$ cat config.mk
export PLATFORM = sky130hd
export DESIGN_NAME = vnf_front
export DESIGN_NICKNAME = d
export VERILOG_FILES = /design/src/hdl/vnf_pkg.sv /design/src/hdl/vnf_front.sv
export SDC_FILE = /design/constraint.sdc
export NUM_CORES = 1
export LEC_CHECK = 0
export BUFFER_PORTS_ARGS = -buffer_cell sky130_fd_sc_hd__buf_2
export CAP_MARGIN = 20
export CORE_UTILIZATION = 51
export CTS_CLUSTER_SIZE = 24
export DETAILED_ROUTE_END_ITERATION = 8
export GPL_ROUTABILITY_DRIVEN = 0
export GPL_TIMING_DRIVEN = 0
export PLACE_DENSITY = 0.81
export SKIP_LAST_GASP = 1
export SLEW_MARGIN = 10
export SYNTH_ARGS = -nofsm -noshare
export SYNTH_HDL_FRONTEND = slang
export SYNTH_SLANG_ARGS = --single-unit
$ cat constraint.sdc
create_clock -name clk -period 7.9 [get_ports clk]
set_input_delay 0.395 -clock clk [delete_from_list [all_inputs] [get_ports clk]]
set_output_delay 0.395 -clock clk [all_outputs]
set_load 0.01 [all_outputs]
$ cat src/hdl/vnf_pkg.sv
// ============================================================================
// vnf_pkg - shared types and constants for the fractal value noise block
// item record between front and back, register indexes, weight table builder
// ============================================================================
package vnf_pkg;

    // register indexes of the configuration port
    typedef enum logic
    {
        REG_PERSISTENCE  = 1'b0,
        REG_OCTAVE_COUNT = 1'b1
    } cfg_reg_t;

    localparam logic [15:0] PERSISTENCE_RESET = 16'd32768;
    localparam logic [4:0]  OCTAVE_RESET      = 5'd4;

    localparam longint HALF_PI_Q30 = 64'sd1686629713;

    // one point, with its octave count already clamped
    typedef struct packed
    {
        logic [31:0] x;
        logic [31:0] y;
        logic [4:0]  octaves;
    } item_t;

    // quotient of two non-negative values, restoring long division
    function automatic longint udiv(input longint num, input longint den);
        logic [63:0] n_bits;
        logic [63:0] q;
        logic [63:0] r;
        logic [63:0] d;
        n_bits = num;
        d      = den;
        q      = '0;
        r      = '0;
        for (int b = 63; b >= 0; b--)
        begin
            r = {r[62:0], n_bits[b]};
            if (r >= d)
            begin
                r    = r - d;
                q[b] = 1'b1;
            end
        end
        return longint'(q);
    endfunction

    // sin^2 weight in q1.16, taylor series in q2.30, evaluated at elaboration
    function automatic logic [16:0] cos_weight(input int k, input int bits);
        longint a;
        longint s;
        longint term;
        longint unsigned w;
        a = (HALF_PI_Q30 * longint'(k)) >>> bits;
        s = a;
        term = a;
        for (int n = 1; n <= 7; n++)
        begin
            term = (((term * a) >>> 30) * a) >>> 30;
            term = udiv(term, longint'((2 * n) * (2 * n + 1)));
            if ((n & 1) != 0)
                s = s - term;
            else
                s = s + term;
        end
        if (s < 0)
            s = 0;
        if (s > (64'sd1 <<< 30))
            s = 64'sd1 <<< 30;
        w = (longint'(unsigned'(s)) * longint'(unsigned'(s)) + (64'd1 << 43)) >> 44;
        if (w > 64'd65536)
            w = 64'd65536;
        return w[16:0];
    endfunction

endpackage

$ cat src/hdl/vnf_front.sv
// ============================================================================
// vnf_front - input side of the fractal value noise block
// accepts points, clamps the octave count and queues them for the back end
// ============================================================================
module vnf_front #(
    parameter int MAX_OCTAVES = 16
) (
    input  logic             clk,
    input  logic             rst_n,
    input  logic             push,
    output logic             full,
    input  logic [31:0]      x_coord,
    input  logic [31:0]      y_coord,
    input  logic [4:0]       octave_count,
    output logic             item_valid,
    output vnf_pkg::item_t   item,
    input  logic             item_ready
);

    vnf_pkg::item_t queue_reg [2];
    logic           wr_ptr_reg;
    logic           rd_ptr_reg;
    logic [1:0]     count_reg;
    logic [4:0]     oct_clamped;
    logic           do_push;
    logic           do_pop;

    // zero means one octave, anything above the limit is cut to it
    always_comb
    begin
        oct_clamped = octave_count;
        if (octave_count == 5'd0)
            oct_clamped = 5'd1;
        else if ({1'b0, octave_count} > 6'(MAX_OCTAVES))
            oct_clamped = 5'(MAX_OCTAVES);
    end

    assign full       = (count_reg == 2'd2);
    assign do_push    = push && !full;
    assign item_valid = (count_reg != 2'd0);
    assign do_pop     = item_valid && item_ready;
    assign item       = queue_reg[rd_ptr_reg];

    always_ff @(posedge clk)
    begin
        if (do_push)
        begin
            queue_reg[wr_ptr_reg] <= '{x: x_coord, y: y_coord, octaves: oct_clamped};
        end
    end

    always_ff @(posedge clk or negedge rst_n)
    begin
        if (!rst_n)
        begin
            wr_ptr_reg <= 1'b0;
            rd_ptr_reg <= 1'b0;
            count_reg  <= 2'd0;
        end
        else
        begin
            if (do_push)
                wr_ptr_reg <= ~wr_ptr_reg;
            if (do_pop)
                rd_ptr_reg <= ~rd_ptr_reg;
            if (do_push && !do_pop)
                count_reg <= count_reg + 2'd1;
            else if (do_pop && !do_push)
                count_reg <= count_reg - 2'd1;
        end
    end

endmodule

# Word level (Yosys, flattened, before mapping)
# Memories as Yosys holds them, arrays and structs flattened.
# Index checks and enable logic that the tools add are counted.
# totals
regBits	4
ram_bits	138
input_bits	73
out_inout_bits	71
memories	1
# classes
addsub	2
order_cmp	1
n_eq_ne	1
muxes	6
bitwise	2
n_reduce_logical	10
# mem_list
name	depth	word_bits	rd	rd_ports_with_merged_regs	wr	line_no	text
queue_reg	2	69	1	0	1	vnf_front.sv:20	vnf_pkg::item_t queue_reg [2];
# op_table
op	count
$mux 5	2
$gt 5x5->1 const B	1
$logic_not 5->1	1
$logic_and 1x1->1	4
$mux 2	2
$reduce_bool 2->1	2
$logic_not 1->1	3
$add 2x1->2 const B	1
$eq 2x2->1 const B	1
$mux 1	2
$not 1->1	2
$sub 2x1->2 const B	1

# Longest topological paths before layout
# depth
ltp_word	7
mapped_depth	7
mapped_depth_nobuf	7

# Least setup slack after synthesis
# No wires, ideal clock.
# synth_timing
kind	register to register
start	reg count_reg[0]
end	mem queue_reg[0][0] (netlist bit), enable pin
setup_time_ps	496
t_arrival_ps	3506
required_ps	7404
setup_slack_ps	3898
stages_incl_launch_ff	4
path_buffers	0
period_less_slack_ps	4002
path_cell_list	dfrtp_1 -> nand2b_1 -> nand2_1 -> nor2_1
# synth_via
elab_chain_cells	5
# synth_rtl
item	line_no	text
start, declared	vnf_front.sv:23	logic [1:0] count_reg;
start signal, assigned	vnf_front.sv:67	count_reg <= count_reg + 2'd1;
start signal, assigned	vnf_front.sv:69	count_reg <= count_reg - 2'd1;
$eq 2x2->1	vnf_front.sv:38	assign full = (count_reg == 2'd2);
$logic_not 1->1	vnf_front.sv:39	assign do_push = push && !full;
$logic_and 1x1->1	vnf_front.sv:39	
$mux 1	vnf_front.sv:46	if (do_push)
$mux 1 (implied by the code)	vnf_front.sv:48	queue_reg[wr_ptr_reg] <= '{x: x_coord, y: y_coord, octaves: oct_clamped};
end, declared	vnf_front.sv:20	
# No other way between the ends.

==> impl_metrics.py <==
metrics = {
    "timing": {
        "min_period_ns": 2.082,
        "tns_ns": 0,
        "worst_pin_slew_ns": 0.5694,
        "max_freq_ghz": 0.4802,
        "final.setup_skew_ns": 0.009915,
        "timing.final.crit_share_pct": 26.36,
        "rsz0062_at_grt": "false",
        "max_slew_margin_pct": 61.95,
        "drv_slew": 0,
        "setup_viol": 0,
        "hold_viol_final": 0,
    },
    "clocking": {
        "postCtsSetupRepairBufs": 0,
        "clkTransAtPathRegs_ns": 0.06,
        "htree_levels": 4,
        "clk_root_buffer_cell": "clkbuf_8",
        "numCtsBuffers": 17,
        "cts_tree": "yes",
        "cts_buffer_depth": 2,
        "clock-sinks": 142,
        "clock_latency_ns": 0.51,
    },
    "layout": {
        "areaGrowthSynthToFinish_pct": 28.02,
        "final-seq-area_um2": 4244,
        "multiInputGateArea_um2": 1170,
        "largest_reg_flops": 138,
        "fin_util_pct": 68.08,
        "n_antenna_cell": 0,
        "layout.nets": 481,
        "fillers": 705,
        "drive_gt1_share_pct": 60.38,
    },
    "pwr": {
        "p_comb_share_pct": 33.1,
        "ir_worst_vdd_v": 0.0001986,
        "p_sw_share_pct": 27.38,
        "power_switching_mw": 0.7664,
        "p_per_area_nw_per_um2": 393.0,
        "pwr-share-seq_pct": 38.5,
        "power.internal_mw": 2.033,
        "leakagePower_nw": 2.908,
        "pwr-share-clk_pct": 28.4,
    },
    "setup_path": {
        "crit_type": "register to primary output",
        "cpMaxStageDelayCell": "dfrtp_1",
        "arrival_ns": 1.69,
        "startpoint_type": "register",
        "path_depth": 4,
        "cp-endpoint": "item[65]",
        "path_cells": "buf_6 > buf_12 > mux2_4 > buf_2",
        "r2r-start": "count_reg[0]",
        "r2r_cells": 4,
        "critPathTopFamily": "buffers and inverters",
        "path_max_fanout": 10,
        "endpoint_kind": "primary output",
        "crit_path_start": "rd_ptr_reg",
        "path_buf_inv": 3,
        "ff2ff_setup_slack_ns": 6.12,
        "worst_r2r_endpoint": "queue_reg[0][24]",
        "crit_path_max_incr_delay_ns": 0.34,
        "required_ns": 7.51,
    },
    "synthesis": {
        "synthTopCellsByArea": "edfxtp_1, mux2_4, buf_12",
        "synth_top_area_share_pct": 74.48,
        "yosys_warnings": 0,
        "synth_largest_area_cell": "edfxtp_1",
        "netlist_instances": 241,
        "ys_seq_area_share_pct": 76.28,
        "syn_area_per_cell_um2": 23.09,
        "ys_types": 17,
        "synth_flop_cell": "edfxtp_1",
        "synth_most_common_cell": "edfxtp_1",
        "synth.net_count": 315,
        "synth-edff-count": 138,
        "async_reset_ff_share_pct": 2.817,
        "yosys-top-cells-count": "edfxtp_1, mux2_4, buf_12",
        "ys_seq_elements": 142,
        "synth_area_um2": 5564,
    },
    "routing": {
        "wl_met1_um": 4005,
        "wl_met2_um": 4688,
        "wl_um": 9266,
        "top_layer": "met4",
        "route.met3.wl_um": 464,
        "drc_errors": 0,
        "num_vias": 2742,
        "first_iter_violations": 112,
        "drtPass1Iterations": 6,
        "vias_per_cell": 4.941,
        "routedWlPerCell_um": 16.70,
        "postRouteAntennaNets": 0,
    },
    "floorplan": {
        "die_h_um": 106.5,
        "start_util_pct": 53.18,
        "rows": 37,
        "die_w_um": 106.5,
        "core-area_um2": 10460,
        "die_area_um2": 11330,
        "pin_count": 144,
    },
    "place": {
        "place.port_buffers": 143,
        "dpl.hpwl_um": 6081,
    },
    "worst_hold_path": {
        "hold_path.class": "input port to register",
    },
    "grt": {
        "grt_overflow": 0,
        "antenna_found_initial": 0,
        "grt_use_total_pct": 17.26,
        "grt_pass1_wl_um": 14100,
        "grt_pass1_vias": 2791,
        "grt_max_degree": 44,
    },
    "outcome": {
        "status": "complete, no violations",
    },
    "job": {
        "drv_cap": 0,
    },
}
-- power groups by stage --
stage	combinational, mW	clock (mW)	sequential (mW)
after floorplan	0.651	0	1.09
after global placement	0.895	0	1.11
after detailed placement	0.936	0	1.09
after CTS	0.941	0.809	1.08
after global routing	0.990	0.839	1.09
final	0.926	0.795	1.08
-- how the worst min path moves through the flow --
stage	from	end	slack, ns	cells past startpoint
floorplan	rst_n	count_reg[0]	0.1	0
global placement	rst_n	wr_ptr_reg	0.20	1
detailed placement	rst_n	count_reg[1]	0.21	1
CTS	x_coord[31]	queue_reg[0][68]	0.03	1
global route	x_coord[26]	queue_reg[1][63]	0.04	1
finish	x_coord[31]	queue_reg[0][68]	0.07	1
-- cells by family (layout without fill, tap and decap cells) --
| family | count (synthesis) | count (layout) | synth area share, % |
|---|---|---|---|
| xor gates and xnor gates | 5 | 5 | 0.7872 |
| adders and majority gates | 1 | 1 | 0.2248 |
| buffers and inverters | 11 | 189 | 2.923 |
| DFF | 142 | 142 | 76.28 |
| muxes | 69 | 69 | 18.62 |
| and+or+nand+nor | 13 | 13 | 1.169 |
-- final cells by class --
type	count	share of cell area [%]
Buffer	9	2.178
Clock buffer	18	5.867
Clock inverter	13	2.424
Inverter	2	0.1054
Multi-Input combinational cell	88	16.42
Sequential cell	142	59.58
Tap cell	136	2.389
Timing Repair Buffer	147	11.03
-- per-stage QoR --
stage	setup WS (ns)	power, mW	area (um2)	instances	hold slack [ns]
final	5.818	2.799	7123	555	0.06566
after global routing	5.744	2.921	7123	555	0.03638
after CTS	5.770	2.830	7123	555	0.03401
after detailed placement	6.124	2.030	6523	523	0.2065
after global placement	2.407	2.002	6450	520	0.2036
after floorplan	3.898	1.745	5564	241	0.09941
-- layer usage --
metal,track usage (%),vias up
met2,28.39,101
li1,-,1277
met3,5.089,9
met4,8.219,0
met1,20.97,1355
met5,0,-
-- repair_timing --
item | CTS | global route
hold buffers | 1 | 0
endpoints found under the hold margin | 4 | 0
resized for setup | 0 | 0
-- cells in the final DEF, fill, tap and decap left out --
master and count:
buf_6 1, dfrtp_1 4, xor2_1 2, buf_2 143, clkbuf_1 2, nor2_1 3
clkinvlp_4 4, nor2_4 1, dlygate4sd3_1 1, inv_1 2, clkinv_2 3, xnor2_1 3
or2_1 1, nand2_1 2, nor2b_1 3, bufinv_16 4, clkinv_1 2, clkbuf_8 1
mux2_4 69, and3_4 1, nand2b_1 1, nor3_1 1, ha_1 1, buf_12 10
clkbuf_16 16, edfxtp_1 138
(Power assumes the default switching activity.)
